**src/rtl/mpeg1_to_mpeg2_pes_header_top_defines.svh**
```systemverilog
// Assertion macros shared by the PES header rewriter RTL.
// Each macro expects clk and rst_n to be visible where it is used.
`ifndef MPEG1_TO_MPEG2_PES_HEADER_TOP_DEFINES_SVH
`define MPEG1_TO_MPEG2_PES_HEADER_TOP_DEFINES_SVH

// Same-cycle implication, checked outside reset.
`define M2PES_ASSERT_NOW(lbl, ante, cons, msg) \
  lbl: assert property (@(posedge clk) disable iff (!rst_n) (ante) |-> (cons)) \
    else $error(msg);

// Next-cycle implication, checked outside reset.
`define M2PES_ASSERT_NEXT(lbl, ante, cons, msg) \
  lbl: assert property (@(posedge clk) disable iff (!rst_n) (ante) |=> (cons)) \
    else $error(msg);

`endif

```
**src/rtl/m2pes_pkg.sv**
```systemverilog
// Types and constants for the MPEG-1 to MPEG-2 PES header rewriter.
// No dependencies; used by m2pes_parse and the top level.
package m2pes_pkg;

  // One input item: a packet byte and its end marker.
  typedef struct packed {
    logic [7:0] data_byte;
    logic       packet_end;
  } in_item_t;

  // One result item.
  typedef struct packed {
    logic [7:0] out_byte;
    logic       out_end;
    logic       packet_bad;
  } out_item_t;

  // What the parser produced for the item it just took.
  typedef struct packed {
    logic      payload;  // item carries one pass-through byte
    logic      header;   // rewritten header is ready to be sent as a burst
    out_item_t item;
  } parse_evt_t;

  // Parse phases, one-hot.
  typedef enum logic [6:0] {
    PH_SYNC    = 7'b0000001,
    PH_REJECT  = 7'b0000010,
    PH_STUFF   = 7'b0000100,
    PH_STD     = 7'b0001000,
    PH_MARK    = 7'b0010000,
    PH_STAMP   = 7'b0100000,
    PH_PAYLOAD = 7'b1000000
  } phase_t;

  // Time stamps present in the packet.
  typedef enum logic [1:0] {
    STAMP_NONE    = 2'd0,
    STAMP_PTS     = 2'd1,
    STAMP_PTS_DTS = 2'd2
  } stamp_kind_t;

  localparam logic [16:0] COUNT_MAX      = 17'h1FFFF;
  localparam logic [7:0]  START_CODE_END = 8'h01;
  localparam logic [7:0]  PRIV_STREAM_1  = 8'hBD;
  localparam logic [7:0]  MPEG2_MARK     = 8'h80;
  localparam logic [7:0]  FLAGS_PTS      = 8'h80;
  localparam logic [7:0]  FLAGS_PTS_DTS  = 8'hC0;
  localparam logic [7:0]  FLAGS_NONE     = 8'h00;
  localparam logic [7:0]  MASK_STAMP_TOP = 8'h0E;
  localparam logic [7:0]  MASK_STAMP_MRK = 8'hFE;
  localparam logic [7:0]  MASK_STAMP_ALL = 8'hFF;
  localparam logic [4:0]  LEN_PTS        = 5'd5;
  localparam logic [4:0]  LEN_PTS_DTS    = 5'd10;
  localparam logic [4:0]  HDR_FIXED_LEN  = 5'd9;
  localparam logic [4:0]  PAYLOAD_MIN    = 5'd4;

  // Stamp byte count for a stamp kind.
  function automatic logic [4:0] stamp_len(stamp_kind_t kind);
    logic [4:0] len;
    unique case (kind)
      STAMP_PTS:     len = LEN_PTS;
      STAMP_PTS_DTS: len = LEN_PTS_DTS;
      default:       len = 5'd0;
    endcase
    return len;
  endfunction

endpackage

```
**src/rtl/m2pes_parse.sv**
```systemverilog
// Header parser: walks the MPEG-1 PES header one item at a time, keeps the
// start code, length and stamp bytes, and serves the rewritten header bytes.
// Depends on m2pes_pkg.
module m2pes_parse import m2pes_pkg::*; #(
  parameter int MAX_STUFFING = 16
) (
  input  logic       clk,
  input  logic       rst_n,
  input  logic       accept,
  input  in_item_t   in_item,
  input  logic [4:0] burst_idx,
  output parse_evt_t evt,
  output logic [7:0] burst_byte,
  output logic [4:0] burst_last
);

  localparam logic [4:0] MAX_STUFF = 5'(MAX_STUFFING);

  // Burst byte positions after the four start-code bytes.
  localparam logic [4:0] BI_LEN_HI = 5'd4;
  localparam logic [4:0] BI_LEN_LO = 5'd5;
  localparam logic [4:0] BI_MARK   = 5'd6;
  localparam logic [4:0] BI_FLAGS  = 5'd7;
  localparam logic [4:0] BI_HLEN   = 5'd8;
  localparam logic [4:0] BI_STAMP0 = 5'd9;

  phase_t      phase_r, phase_nxt;
  logic [16:0] count_r, count_nxt, count_inc;
  logic [4:0]  stuff_r, stuff_nxt;
  stamp_kind_t kind_r, kind_nxt;
  logic        err_r, err_nxt;
  logic [7:0]  hdr_r [6];
  logic [7:0]  stamp_r [10];
  logic [15:0] nl_r, nl_nxt;

  logic        hdr_we, stamp_we, do_marker, trigger, ok;
  logic [3:0]  stamp_widx;
  logic [7:0]  stamp_wdata;
  logic [7:0]  b, mask;
  logic        last;
  logic [3:0]  sidx;
  logic [2:0]  srem;
  logic [4:0]  sidx_inc, total, stuff_dec;
  logic [15:0] decl;

  assign b    = in_item.data_byte;
  assign last = in_item.packet_end;
  assign decl = {hdr_r[4], hdr_r[5]};
  assign count_inc = (count_r < COUNT_MAX) ? count_r + 17'd1 : count_r;

  // Stamp byte mask: first byte of each stamp keeps bits 3..1, marker bytes
  // lose bit 0, the rest pass.
  assign sidx = stuff_r[3:0];
  assign srem = (sidx >= 4'd5) ? 3'(sidx - 4'd5) : sidx[2:0];
  assign mask = (srem == 3'd0) ? MASK_STAMP_TOP :
                (srem == 3'd2 || srem == 3'd4) ? MASK_STAMP_MRK : MASK_STAMP_ALL;
  assign sidx_inc  = stuff_r + 5'd1;
  assign total     = (kind_r == STAMP_PTS_DTS) ? LEN_PTS_DTS : LEN_PTS;
  assign stuff_dec = (stuff_r != 5'd0) ? stuff_r - 5'd1 : 5'd0;

  // Next-state logic for one accepted item.
  always_comb begin
    phase_nxt   = phase_r;
    count_nxt   = count_inc;
    stuff_nxt   = stuff_r;
    kind_nxt    = kind_r;
    err_nxt     = err_r;
    hdr_we      = 1'b0;
    stamp_we    = 1'b0;
    stamp_widx  = sidx;
    stamp_wdata = b & mask;
    do_marker   = 1'b0;
    trigger     = 1'b0;
    ok          = 1'b1;
    evt         = '0;

    unique case (phase_r)
      PH_SYNC: begin
        if (count_r == 17'd0 || count_r == 17'd1) begin
          ok = (b == 8'h00);
        end else if (count_r == 17'd2) begin
          ok = (b == START_CODE_END);
        end else if (count_r == 17'd3) begin
          ok = (b[7:4] == 4'hE) || (b[7:5] == 3'b110) || (b == PRIV_STREAM_1);
        end
        hdr_we = (count_r < 17'd6);
        if (!ok) begin
          phase_nxt = PH_REJECT;
        end else if (count_r >= 17'd5) begin
          phase_nxt = PH_STUFF;
        end
      end
      PH_REJECT: begin
        phase_nxt = PH_REJECT;
      end
      PH_STUFF: begin
        priority if (count_r == 17'd6 && b[7:6] == 2'b10) begin
          phase_nxt = PH_REJECT;
        end else if (b[7]) begin
          if (stuff_r >= MAX_STUFF) begin
            err_nxt = 1'b1;
          end else begin
            stuff_nxt = stuff_r + 5'd1;
          end
        end else if (b[7:6] == 2'b01) begin
          phase_nxt = PH_STD;
        end else begin
          do_marker = 1'b1;
        end
      end
      PH_STD: begin
        phase_nxt = PH_MARK;
      end
      PH_MARK: begin
        do_marker = 1'b1;
      end
      PH_STAMP: begin
        stamp_we  = (stuff_r < 5'd10);
        stuff_nxt = sidx_inc;
        if (sidx_inc >= total) begin
          stuff_nxt = 5'd0;
          phase_nxt = PH_PAYLOAD;
          trigger   = !last;
        end
      end
      PH_PAYLOAD: begin
        stuff_nxt              = stuff_dec;
        evt.payload            = 1'b1;
        evt.item.out_byte      = b;
        evt.item.out_end       = last;
        evt.item.packet_bad    = last && (err_r || stuff_dec != 5'd0 ||
                                 count_inc != ({1'b0, decl} + 17'd6));
      end
      default: begin
        phase_nxt = PH_REJECT;
      end
    endcase

    // Marker byte: either the first stamp byte or the no-stamp code.
    if (do_marker) begin
      if (b[7:5] == 3'b001) begin
        kind_nxt    = b[4] ? STAMP_PTS_DTS : STAMP_PTS;
        stamp_we    = 1'b1;
        stamp_widx  = 4'd0;
        stamp_wdata = b & MASK_STAMP_TOP;
        stuff_nxt   = 5'd1;
        phase_nxt   = PH_STAMP;
      end else begin
        kind_nxt  = STAMP_NONE;
        stuff_nxt = PAYLOAD_MIN;
        phase_nxt = PH_PAYLOAD;
        trigger   = !last;
      end
    end

    evt.header = trigger;

    // The last byte of any packet returns to start-code search.
    if (last) begin
      phase_nxt = PH_SYNC;
      count_nxt = 17'd0;
      stuff_nxt = 5'd0;
      kind_nxt  = STAMP_NONE;
      err_nxt   = 1'b0;
    end

    if (!accept) begin
      evt = '0;
    end
  end

  // New length: declared length plus the size change of the header.
  assign nl_nxt = decl + {11'd0, HDR_FIXED_LEN + stamp_len(kind_nxt)} - count_inc[15:0];

  // Control state.
  always_ff @(posedge clk) begin
    if (!rst_n) begin
      phase_r <= PH_SYNC;
      count_r <= 17'd0;
      stuff_r <= 5'd0;
      kind_r  <= STAMP_NONE;
      err_r   <= 1'b0;
    end else if (accept) begin
      phase_r <= phase_nxt;
      count_r <= count_nxt;
      stuff_r <= stuff_nxt;
      kind_r  <= kind_nxt;
      err_r   <= err_nxt;
    end
  end

  // Header and stamp byte stores.
  always_ff @(posedge clk) begin
    if (accept && hdr_we) begin
      hdr_r[3'(count_r)] <= b;
    end
    if (accept && stamp_we) begin
      stamp_r[stamp_widx] <= stamp_wdata;
    end
    if (accept && trigger) begin
      nl_r <= nl_nxt;
    end
  end

  // Rewritten header byte at the burst position.
  always_comb begin
    priority if (burst_idx < BI_LEN_HI) begin
      burst_byte = hdr_r[burst_idx[1:0]];
    end else if (burst_idx == BI_LEN_HI) begin
      burst_byte = nl_r[15:8];
    end else if (burst_idx == BI_LEN_LO) begin
      burst_byte = nl_r[7:0];
    end else if (burst_idx == BI_MARK) begin
      burst_byte = MPEG2_MARK;
    end else if (burst_idx == BI_FLAGS) begin
      burst_byte = (kind_r == STAMP_PTS) ? FLAGS_PTS :
                   (kind_r == STAMP_PTS_DTS) ? FLAGS_PTS_DTS : FLAGS_NONE;
    end else if (burst_idx == BI_HLEN) begin
      burst_byte = {3'd0, stamp_len(kind_r)};
    end else begin
      burst_byte = stamp_r[4'(burst_idx - BI_STAMP0)];
    end
  end

  assign burst_last = BI_HLEN + stamp_len(kind_r);

endmodule

```
**src/rtl/mpeg1_to_mpeg2_pes_header_top.sv**
```systemverilog
// Top level of the MPEG-1 to MPEG-2 PES header rewriter.
// Depends on m2pes_pkg, m2pes_parse and mpeg1_to_mpeg2_pes_header_top_defines.svh.
//
//  Channel | Direction | Handshake           | Item
//  in_     | input     | in_valid / in_stall  | in_data  (in_item_t)
//  out_    | output    | out_valid/ out_stall | out_data (out_item_t)
//
// Payload bytes pass at one item per cycle while no burst, skid or out_stall holds them.
// The byte that completes the header starts a burst of 9, 14 or 19 bytes
// from the single output register; input stalls until the burst is sent.
// A one-entry skid lets an item be taken while the output register is held.
// rst_n is synchronous and clears the parser and all valid flags.
`include "mpeg1_to_mpeg2_pes_header_top_defines.svh"

module mpeg1_to_mpeg2_pes_header_top import m2pes_pkg::*; #(
  parameter int MAX_STUFFING = 16
) (
  input  logic      clk,
  input  logic      rst_n,
  input  logic      in_valid,
  output logic      in_stall,
  input  in_item_t  in_data,
  output logic      out_valid,
  input  logic      out_stall,
  output out_item_t out_data
);

  logic       in_accept, out_free;
  parse_evt_t evt;
  logic [7:0] burst_byte;
  logic [4:0] burst_last;

  logic       out_valid_r, out_valid_nxt;
  out_item_t  out_r, out_nxt;
  logic       sk_valid_r, sk_valid_nxt;
  out_item_t  sk_r, sk_nxt;
  logic       burst_active_r, burst_active_nxt;
  logic [4:0] burst_idx_r, burst_idx_nxt;

  assign in_stall  = sk_valid_r | burst_active_r;
  assign in_accept = in_valid & ~in_stall;
  assign out_free  = ~out_valid_r | ~out_stall;

  m2pes_parse #(
    .MAX_STUFFING(MAX_STUFFING)
  ) u_parse (
    .clk       (clk),
    .rst_n     (rst_n),
    .accept    (in_accept),
    .in_item   (in_data),
    .burst_idx (burst_idx_r),
    .evt       (evt),
    .burst_byte(burst_byte),
    .burst_last(burst_last)
  );

  // Output register feed: skid first, then header burst, then new payload.
  always_comb begin
    out_valid_nxt    = out_valid_r;
    out_nxt          = out_r;
    sk_valid_nxt     = sk_valid_r;
    sk_nxt           = sk_r;
    burst_active_nxt = burst_active_r;
    burst_idx_nxt    = burst_idx_r;

    if (out_free) begin
      out_valid_nxt = 1'b0;
      priority if (sk_valid_r) begin
        out_nxt       = sk_r;
        out_valid_nxt = 1'b1;
        sk_valid_nxt  = 1'b0;
      end else if (burst_active_r) begin
        out_nxt       = '{out_byte: burst_byte, out_end: 1'b0, packet_bad: 1'b0};
        out_valid_nxt = 1'b1;
        burst_idx_nxt = burst_idx_r + 5'd1;
        if (burst_idx_r == burst_last) begin
          burst_active_nxt = 1'b0;
        end
      end else if (evt.payload) begin
        out_nxt       = evt.item;
        out_valid_nxt = 1'b1;
      end
    end else if (evt.payload) begin
      sk_nxt       = evt.item;
      sk_valid_nxt = 1'b1;
    end

    // Header complete: start the burst from its first byte.
    if (evt.header) begin
      burst_active_nxt = 1'b1;
      burst_idx_nxt    = 5'd0;
    end
  end

  // Control registers.
  always_ff @(posedge clk) begin
    if (!rst_n) begin
      out_valid_r    <= 1'b0;
      sk_valid_r     <= 1'b0;
      burst_active_r <= 1'b0;
      burst_idx_r    <= 5'd0;
    end else begin
      out_valid_r    <= out_valid_nxt;
      sk_valid_r     <= sk_valid_nxt;
      burst_active_r <= burst_active_nxt;
      burst_idx_r    <= burst_idx_nxt;
    end
  end

  // Payload registers.
  always_ff @(posedge clk) begin
    out_r <= out_nxt;
    sk_r  <= sk_nxt;
  end

  assign out_valid = out_valid_r;
  assign out_data  = out_r;

  // Checks on the output path and burst sequencer.
  `M2PES_ASSERT_NOW(a_skid_behind_out, sk_valid_r, out_valid_r, "skid holds an item while output register is empty")
  `M2PES_ASSERT_NOW(a_burst_in_range, burst_active_r, burst_idx_r <= burst_last, "burst index ran past the header end")
  `M2PES_ASSERT_NEXT(a_burst_starts, in_accept && evt.header, burst_active_r && burst_idx_r == 5'd0, "header burst did not start at its first byte")

endmodule

```
**config.mk**
```make
export PLATFORM = sky130hd
export DESIGN_NAME = mpeg1_to_mpeg2_pes_header_top
export DESIGN_NICKNAME = d
export VERILOG_FILES = /design/src/rtl/m2pes_pkg.sv /design/src/rtl/m2pes_parse.sv /design/src/rtl/mpeg1_to_mpeg2_pes_header_top.sv
export VERILOG_INCLUDE_DIRS = /design/src /design/src/rtl
export SDC_FILE = /design/constraint.sdc
export NUM_CORES = 1
export LEC_CHECK = 0
export ABC_AREA = 0
export BUFFER_PORTS_ARGS = -buffer_cell sky130_fd_sc_hd__buf_4
export CAP_MARGIN = 0
export CORE_UTILIZATION = 25
export DETAILED_ROUTE_END_ITERATION = 8
export GPL_TIMING_DRIVEN = 0
export PLACE_DENSITY = 0.52
export SLEW_MARGIN = 20
export SYNTH_ARGS = -nofsm -noshare
export SYNTH_HDL_FRONTEND = slang
export SYNTH_HIERARCHICAL = 1
export SYNTH_SLANG_ARGS = --single-unit
```
**constraint.sdc**
```tcl
create_clock -name clk -period 3.9 [get_ports clk]
set_input_delay 0.195 -clock clk [delete_from_list [all_inputs] [get_ports clk]]
set_output_delay 0.195 -clock clk [all_outputs]
set_load 0.01 [all_outputs]
```
Word level (Yosys, flattened, before mapping)
Memory sizes are Yosys's and may differ from the RTL's. A register that Yosys moved wholly into a read port is not among the register bits.
Cells that the tools add are included.
{"block": "totals", "input_bits": 13, "word_cells": 204, "ram_bits": 128, "memories": 2, "output_inout_bits": 12, "ff_bits": 76}
{"memory": "u_parse.stamp_r", "depth": 10, "width": 8, "read_ports": 1, "rd_clocked_by_memory_dff": 0, "wr": 1, "line": "m2pes_parse.sv:33", "rtl": "logic [7:0] stamp_r [10];"}
{"memory": "u_parse.hdr_r", "depth": 6, "width": 8, "read_ports": 3, "rd_clocked_by_memory_dff": 1, "wr": 1, "line": "m2pes_parse.sv:32", "rtl": "logic [7:0] hdr_r [6];"}
{"block": "op_classes", "n_reduce_logical": 33, "n_lt_le_gt_ge": 8, "eq_ne": 40, "bitwise": 10, "addsub": 11, "n_mux": 84}
{"cell": "2-to-1 mux 8 bit", "count": 11}
{"cell": "2-to-1 mux 7 bit", "count": 9}
{"cell": "2-to-1 mux 10 bit", "count": 4}
{"cell": "2-to-1 mux 5 bit", "count": 7}
{"cell": "one-hot mux 7 bit (5 select lines)", "count": 1}
{"cell": "equality test 17 x 2 -> 1 bit (second input constant)", "count": 2}
{"cell": "2-to-1 mux 1 bit", "count": 34}
{"cell": "2-to-1 mux 17 bit", "count": 2}
{"cell": "equality test 5 x 3 -> 1 bit (second input constant)", "count": 4}
{"cell": "adder 16 x 3 -> 17 bit (second input constant)", "count": 1}
{"cell": "adder 17 x 1 -> 17 bit (second input constant)", "count": 1}
{"cell": "equality test 17 x 1 -> 1 bit (second input constant)", "count": 1}
{"cell": "equality test 17 x 3 -> 1 bit (second input constant)", "count": 1}
{"cell": "greater-or-equal comparator 17 x 3 -> 1 bit (second input constant)", "count": 1}
{"cell": "zero test 17 bit", "count": 1}
{"cell": "less-than comparator 17 bit (second input constant)", "count": 1}
{"cell": "less-than comparator 17 x 3 -> 1 bit (second input constant)", "count": 1}
{"cell": "inequality test 17 bit", "count": 1}
{"cell": "adder 16 x 5 -> 16 bit", "count": 1}
{"cell": "one-hot mux 4 bit (2 select lines)", "count": 2}
{"cell": "subtractor 16 bit", "count": 1}
{"cell": "one-hot mux 5 bit (3 select lines)", "count": 1}
{"cell": "nonzero test 5 bit", "count": 3}
{"cell": "2-to-1 mux 12 bit", "count": 1}
{"cell": "53 further kinds", "count": 94}

Depth between registers and ports, before layout
Gate-level depths: netlist of the first run.
{"block": "logic_depth", "ltp_word": 12, "mapped_depth": 20, "ltp_nobuf": 20}

Hierarchy
The synthesis of the first run kept the hierarchy.
{"mod": "m2pes_parse", "seq_area_each_um2": 4964.8, "cells_each": 874, "n_inst": 1, "area_each_um2": 9869.5}
{"mod": "mpeg1_to_mpeg2_pes_header_top", "seq_area_each_um2": 760.7, "cells_each": 100, "n_inst": 1, "area_each_um2": 1202.4}

Worst setup path before layout of the first run
No wires, ideal clock.
{"block": "synth_path", "path_type": "reg2reg", "startpoint": "register u_parse.phase_r[4]", "endpoint": "register u_parse.nl_r[15] (data pin)", "n_path_buf": 0, "arrival_ns": 4.078, "t_required_ns": 3.641, "path_stages_with_launch": 19, "slack_ns": -0.437, "cell_sequence": "dfxtp_1 > nor4_1 > and4bb_2 > o2bb2ai_2 > a41oi_1 > nor2_1 > inv_1 > ha_1 > fa_1 > inv_1 > ha_1 > a211oi_1 > o21a_1 > o311ai_0 > a21oi_1 > o21ai_0 > a211oi_1 > o2bb2ai_1 > xnor2_1"}
{"block": "synth_between", "elab_chain_cells": 9, "word_cells_on_any_way": 11, "cone_classes": "add/sub: 3; eq/ne: 4; mux: 4"}
{"element": "start: declaration", "line": "m2pes_parse.sv:27", "rtl": "phase_t phase_r, phase_nxt;"}
{"element": "start signal: assignment", "line": "m2pes_parse.sv:184", "rtl": "phase_r <= phase_nxt;"}
{"element": "equality test 7 x 5 -> 1 bit / equality test 7 x 3 -> 1 bit (equally long branches)", "line": "m2pes_parse.sv:77", "rtl": "unique case (phase_r)"}
{"element": "one-hot mux 1 bit (2 select lines) *", "line": "m2pes_parse.sv:77"}
{"element": "2-to-1 mux 2 bit *", "line": "m2pes_parse.sv:140", "rtl": "if (do_marker) begin"}
{"element": "2-to-1 mux 2 bit *", "line": "m2pes_parse.sv:159", "rtl": "if (last) begin"}
{"element": "via u_parse.kind_nxt[1]", "line": "m2pes_parse.sv:30", "rtl": "stamp_kind_t kind_r, kind_nxt;"}
{"element": "equality test 2 bit / equality test 2 x 1 -> 1 bit (equally long branches)", "line": "m2pes_pkg.sv:61", "rtl": "unique case (kind)"}
{"element": "one-hot mux 4 bit (2 select lines) *", "line": "m2pes_pkg.sv:61"}
{"element": "adder 4 x 4 -> 5 bit *", "line": "m2pes_parse.sv:173", "rtl": "assign nl_nxt = decl + {11'd0, HDR_FIXED_LEN + stamp_len(kind_nxt)} - count_inc[15:0];"}
{"element": "adder 16 x 5 -> 16 bit *", "line": "m2pes_parse.sv:173"}
{"element": "subtractor 16 bit *", "line": "m2pes_parse.sv:173"}
{"element": "via u_parse.nl_nxt[15]", "line": "m2pes_parse.sv:34", "rtl": "logic [15:0] nl_r, nl_nxt;"}
{"element": "end signal: assignment", "line": "m2pes_parse.sv:201", "rtl": "nl_r <= nl_nxt;"}
{"element": "end: declaration", "line": "m2pes_parse.sv:34"}
The timed path passes the listed nets; every way through them passes the cells marked *.
A chain may end at the register's enable or synchronous reset.

Worst setup path in the final report of the first run
{"block": "layout_path", "startpoint": "register u_parse.phase_r[4]", "endpoint": "register u_parse.nl_r[13] (data pin)"}
Same word-level chain as after synthesis.

==> results.toml, run 1 <==
[outcome]
status = "complete, but fails checks"
violations = "setup timing"

[pwr]
power_density_nw_per_um2 = 353.0
ir_drop_uv = 266.6
design_power_total_mw = 4.671
leakage_nw = 4.602

[timing]
setup-tns-final_ns = -0.5045
rsz0062_at_grt = "yes"
setup_slack_ns = -0.1628
hold_violations = 0
drv_slew = 0
worst_pin_slew_ns = 0.9722
holdWs_ns = 0.04572
fmax_ghz = 0.2461
period_share_pct = 104.2
relSlewSlack_pct = 34.95
period_needed_ns = 4.063
finalSetupViolCount = 4
clock_skew_ns = 0.01704

[worst_setup_path]
cp_max_fo = 5
crit_path_max_incr_delay_ns = 0.51
crit_arrival_ns = 4.32
cp_slowest_cell = "fa_1"
cp-start-kind = "flip-flop"
reg2reg_depth = 19
path_class = "reg2reg"
endpoint_kind = "flip-flop"
crit_required_ns = 4.16
crit_chain = "nor4_4 > and4bb_2 > o2bb2ai_4 > nor2_2 > a41oi_2 > nor2_4 > inv_2 > ha_4 > fa_1 > inv_2 > ha_4 > a211oi_4 > o21a_1 > o311ai_2 > a21oi_2 > o21ai_2 > a211oi_2 > buf_4 > xnor2_2"

[logic_synthesis]
ys.flop_type = "edfxtp_1"
yosysSeqAreaShare_pct = 51.71
synth_cell_types = 79
synth.avg_cell_area_um2 = 11.37
syn-num-nets = 1040
synth_cells = 974
yosys_warnings = 6
synth-seq-cells = 204
async_flop_share_pct = 0
syn-cell-area_um2 = 11070
synth-edff-count = 164

[route]
first_pass_iters = 5
drt_iter0_drc = 548
drt-total-wl_mm = 28.83
vias = 7926
wire_per_inst_um = 17.50
via_per_inst = 4.812
postRouteAntennaNets = 0
drc_errors = 0

[finish]
nNetsFinal = 1114
num_antenna_cells = 0
fin_cells = 1647
drive_gt1_share_pct = 18.17
layout_common_cells = "164 x edfxtp_1, 76 x nor2_1, 73 x nand2_1"
area_growth_pct = 19.53
layout_commonest_cell = "edfxtp_1"

[global_routing]
grt_use_total_pct = 12.82
grt_max_degree = 20
antenna_found_initial = 0
grt-ovfl-total = 0
grt_pass1_vias = 7747
grt_pass1_wl_mm = 44.80

[place]
dpl.cell_count = 1587
gp_congestion = 0.9096
hpwl_mm = 21.10
port_buffers = 24

[floorplanning]
core_um2 = 43360
die_w_um = 212.4
rows = 76
die_h_um = 212.4
fp.dieArea_um2 = 45130
initial_core_util_pct = 25.53
ios = 25

[clock_tree]
cts_buffer_depth = 3
htreeDepth = 1
cts.sinks = 204
cts_root_buf = "clkbuf_16"
path_clk_slew_ns = 0.06
clock_latency_ns = 0.51
cts_inserted_buffers = 23
cts_tree = "yes"

[min_path]
hold_path.class = "in2reg"
holdPathStages = 1

[flow_run]
drv_cap = 0
-- flip-flops by register name, summed over array words and instances (netlist names) --
signal / flops
u_parse/stamp_r: 80
u_parse/hdr_r: 48
u_parse/count_r: 17
u_parse/nl_r: 16
out_data: 10
sk_r: 10
u_parse/phase_r: 7
burst_idx_r: 5
u_parse/stuff_r: 5
u_parse/kind_r: 2
burst_active_r: 1
out_valid: 1
sk_valid_r: 1
u_parse/err_r: 1
-- Yosys cell counts (8+ instances only) --
cell type    n  area, um2
and2_1      10      62.56
mux2i_1     21      210.2
inv_1       46      172.7
or3_1        8      50.05
o21ai_0     48      240.2
nor3_1      26      130.1
dfxtp_1     40      800.8
edfxtp_1   164       4925
a211oi_1    11      82.58
and3_1      20      125.1
nand3_1     26      130.1
a21oi_1     53      265.3
nand2_1     75      281.5
nor2_1      81      304.0
nand2b_1     8      50.05
mux4_2      24      540.5
nor4_1      14      87.58
nand4_1     11      68.82
clkbuf_1    29      108.9
a21o_1       8      60.06
xor2_1      19      166.4
ha_1        48      600.6
xnor2_1     35      306.5
-- routing by layer --
layer	wire [um]	part of all wire, %	track usage, %
met5	0	0	0
met3	1462	5.1	1.758
met1	13580	47	17.81
met4	493	1.7	2.952
met2	13290	46	21.03
-- where the power goes --
part           switching (mW)  leakage, nW  internal (mW)
logic                   0.127         2.40         0.0643
clock network           0.852        0.360           1.27
registers             0.00780         1.84           2.35
total                   0.987         4.60           3.68
-- path summary, 6_finish.rpt --
path | start | to | slack, ns
worst max-delay path | u_parse/phase_r[4]$_SDFFE_PN0P_ | u_parse/nl_r[13]$_DFFE_PP_ | -0.16
worst min-delay path | in_data[5] | u_parse/hdr_r[4][4]$_DFFE_PP_ | 0.05
worst max register to register | u_parse/phase_r[4]$_SDFFE_PN0P_ | u_parse/nl_r[13]$_DFFE_PP_ | -0.16
worst min register to register | sk_r[6]$_DFFE_PP_ | out_data[6]$_DFFE_PP_ | 0.53
-- cells by family after synthesis --
family | Yosys count | synth area share [%]
and+or+nand+nor | 320 | 14.84
muxes | 51 | 7.391
adders and majority gates | 53 | 6.328
buffers and inverters | 87 | 3.130
DFF | 204 | 51.71
AOI/OAI and AO/OA | 204 | 12.18
xor gates and xnor gates | 55 | 4.419
-- per-stage QoR --
step / area (um2) / setup WS (ns) / utilization [%]
after detailed placement: 12140 / -1.267 / 28.00
after global placement: 12060 / -1.254 / 27.82
after CTS: 13130 / -0.2291 / 30.28
final: 13230 / -0.1628 / 30.52
after global routing: 13230 / -0.3869 / 30.52
after floorplan: 11150 / -0.08844 / -
-- critical path: cells and delay by family, from the launching register on --
| kind | cells | cell delay [ns] |
|---|---|---|
| compound gates | 8 | 1.43 |
| fa+ha+maj | 3 | 0.94 |
| simple gates | 4 | 0.71 |
| flops | 1 | 0.35 |
| buf+inv | 3 | 0.35 |
| xor+xnor | 1 | 0.05 |
-- what timing repair did --
item	CTS	global route
endpoints found under the hold margin	10	0
setup endpoints to repair	20	23
pin swaps	19	10
cloned	0	0
resized for setup	31	22
setup buffers	14	4
hold buffers	5	0
-- layout make-up --
class / count / area (um2)
Buffer: 39 / 193.9
Inverter: 47 / 176.4
Clock inverter: 14 / 143.9
Multi-Input combinational cell: 683 / 5273
Timing Repair Buffer: 50 / 392.9
Tap cell: 585 / 732.0
Fill cell: 4463 / 30130
Sequential cell: 204 / 5739
Clock buffer: 25 / 583.1
No activity file was read; power rests on OpenSTA's default activity.
==> inputs of run 2 (changes only) <==
--- a/config.mk
+++ b/config.mk
@@ -9,6 +9,7 @@
 export ABC_AREA = 0
 export BUFFER_PORTS_ARGS = -buffer_cell sky130_fd_sc_hd__buf_4
 export CAP_MARGIN = 0
+export CORE_ASPECT_RATIO = 0.8
 export CORE_UTILIZATION = 25
 export DETAILED_ROUTE_END_ITERATION = 8
 export GPL_TIMING_DRIVEN = 0
==> run 2 against run 1 <==
The flow still finishes with violations (setup timing). Clock power increased by 6%. Utilization increased by 0.17 points. Via count increased by 0.87%. Sequential cell count unchanged. Maximum frequency decreased by 1.2%. Critical path depth unchanged. Critical endpoint is now u_parse/nl_r[15]$_DFFE_PP_. Largest cell class unchanged.
==> results.toml, run 2 (synthesis gave the netlist of run 1 again) <==
[route]
vias = 7995
drt-total-wl_mm = 29.93
via_per_inst = 4.902
first_pass_iters = 5
drc_errors = 0
drt_iter0_drc = 645
wire_per_inst_um = 18.35
postRouteAntennaNets = 0

[finish]
largest_reg_flops = 80
nNetsFinal = 1119
layout_common_cells = "164 x edfxtp_1, 77 x nor2_1, 73 x nand2_1"
fin_area_um2 = 13320
final_util_pct = 30.69
area_growth_pct = 20.30
layout_commonest_cell = "edfxtp_1"
fin_cells = 1631
filler_cell_count = 4394
regMostFlops = "u_parse/stamp_r"
top_regs = "u_parse/stamp_r x80, u_parse/hdr_r x48, u_parse/count_r x17"
drive_gt1_share_pct = 18.69

[global_routing]
grt-ovfl-total = 0
antenna_found_initial = 0
grt_use_total_pct = 13.20
grt_pass1_wl_mm = 45.73
grt_pass1_vias = 7644
grt_max_degree = 20

[clock_tree]
cts_tree = "yes"
cts_root_buf = "clkbuf_16"
cts_buffer_depth = 3
cts_inserted_buffers = 24
path_clk_slew_ns = 0.06
cts.sinks = 204
htreeDepth = 1
clock_latency_ns = 0.54

[worst_setup_path]
path_class = "reg2reg"
crit-reg2reg-launch = "u_parse/phase_r[0]$_SDFFE_PN1P_"
ff2ff_setup_slack_ns = -0.21
crit_required_ns = 4.16
reg2reg_depth = 19
cp-start-kind = "flip-flop"
cp-endpoint = "u_parse/nl_r[15]$_DFFE_PP_"
cp-startpoint = "u_parse/phase_r[0]$_SDFFE_PN1P_"
endpoint_kind = "flip-flop"
crit_arrival_ns = 4.37
cp_max_fo = 5
timing.rr.end = "u_parse/nl_r[15]$_DFFE_PP_"

[outcome]
status = "complete, but fails checks"
violations = "setup timing"

[timing]
worst_pin_slew_ns = 0.9382
finalSetupViolCount = 5
period_needed_ns = 4.112
period_share_pct = 105.4
hold_violations = 0
clock_skew_ns = 0.02456
drv_slew = 0
relSlewSlack_pct = 37.22
fmax_ghz = 0.2432
setup_slack_ns = -0.2123
rsz0062_at_grt = "yes"

[pwr]
design_power_total_mw = 4.812
ir_drop_uv = 226.6
power_density_nw_per_um2 = 361.3
leakage_nw = 4.656

[floorplanning]
die_h_um = 190.2
fp.dieArea_um2 = 45140
initial_core_util_pct = 25.52
die_w_um = 237.3
rows = 68
ios = 25
core_um2 = 43390

[place]
hpwl_mm = 21.90
port_buffers = 24
dpl_cell_area_um2 = 12120
dpl.cell_count = 1562
gp_congestion = 0.8671

[flow_run]
drv_cap = 0

[min_path]
hold_path.class = "in2reg"
-- run 2: worst min path at each step --
stage / from / endpoint / cells after the start / slack (ns)
3_5_place_dp: in_data[6] / u_parse/hdr_r[4][5]$_DFFE_PP_ / 1 / 0.47
2_1_floorplan: in_data[1] / u_parse/hdr_r[0][0]$_DFFE_PP_ / 0 / 0.29
3_3_place_gp: in_data[6] / u_parse/hdr_r[4][5]$_DFFE_PP_ / 1 / 0.46
6_report: in_data[5] / u_parse/hdr_r[4][4]$_DFFE_PP_ / 1 / 0.02
4_1_cts: in_data[5] / u_parse/hdr_r[4][4]$_DFFE_PP_ / 1 / 0.007
5_1_grt: in_data[5] / u_parse/hdr_r[4][4]$_DFFE_PP_ / 1 / 0.02
-- run 2: what timing repair did --
action | in CTS | in global routing
hold buffers | 4 | 0
buffers inserted | 17 | 5
endpoints found under the hold margin | 19 | 0
gates resized for setup | 33 | 24
pin swaps | 18 | 12
endpoints found under the setup margin | 20 | 24
-- run 2: metal layers --
metal,vias to the layer above,share of wire (%),GRT usage (%)
met4,0,1.9,2.928
met2,217,41,18.85
li1,3831,-,-
met1,3905,50,19.59
met5,-,0,0
met3,42,7.2,3.633
-- run 2: through the flow --
stage               hold slack [ns]  worst slack, ns  TNS [ns]
global placement             0.4567           -1.318    -16.83
floorplan                    0.2939         -0.08844   -0.1131
finish                      0.01647          -0.2123   -0.7758
global route                0.02312          -0.4006    -1.861
detailed placement           0.4665           -1.349    -11.56
CTS                        0.006527          -0.2759   -0.7854
-- run 2: layout make-up --
cell class                      count  area (um2)  share of cell area, %
Multi-Input combinational cell    683        5280                  39.64
Antenna cell                        1       2.502                0.01879
Buffer                             39       198.9                  1.494
Timing Repair Buffer               54       426.7                  3.203
Tap cell                          560       700.7                  5.261
Sequential cell                   204        5738                  43.08
Clock buffer                       30       644.4                  4.838
Inverter                           47       176.4                  1.325
Clock inverter                     13       151.4                  1.137
-- run 2: power breakdown --
part           switching (mW)  internal [mW]
sequential            0.00696           2.35
clock                   0.883           1.37
combinational           0.131         0.0679
total                    1.02           3.79
-- run 2: worst max-delay path, stage by stage (launching register included) --
cell and delay [ns]:
dfxtp_4 0.35, nor4_4 0.28, and4bb_2 0.31, o2bb2ai_4 0.17, nor2_1 0.06, a21oi_1 0.15
nor2_2 0.06, buf_6 0.15, ha_4 0.23, fa_1 0.50, inv_2 0.06, ha_4 0.22
a211oi_4 0.21, o21a_1 0.17, o311ai_2 0.10, a21oi_2 0.18, o21ai_2 0.09, a211oi_2 0.28
o2bb2ai_2 0.14, xnor2_1 0.11
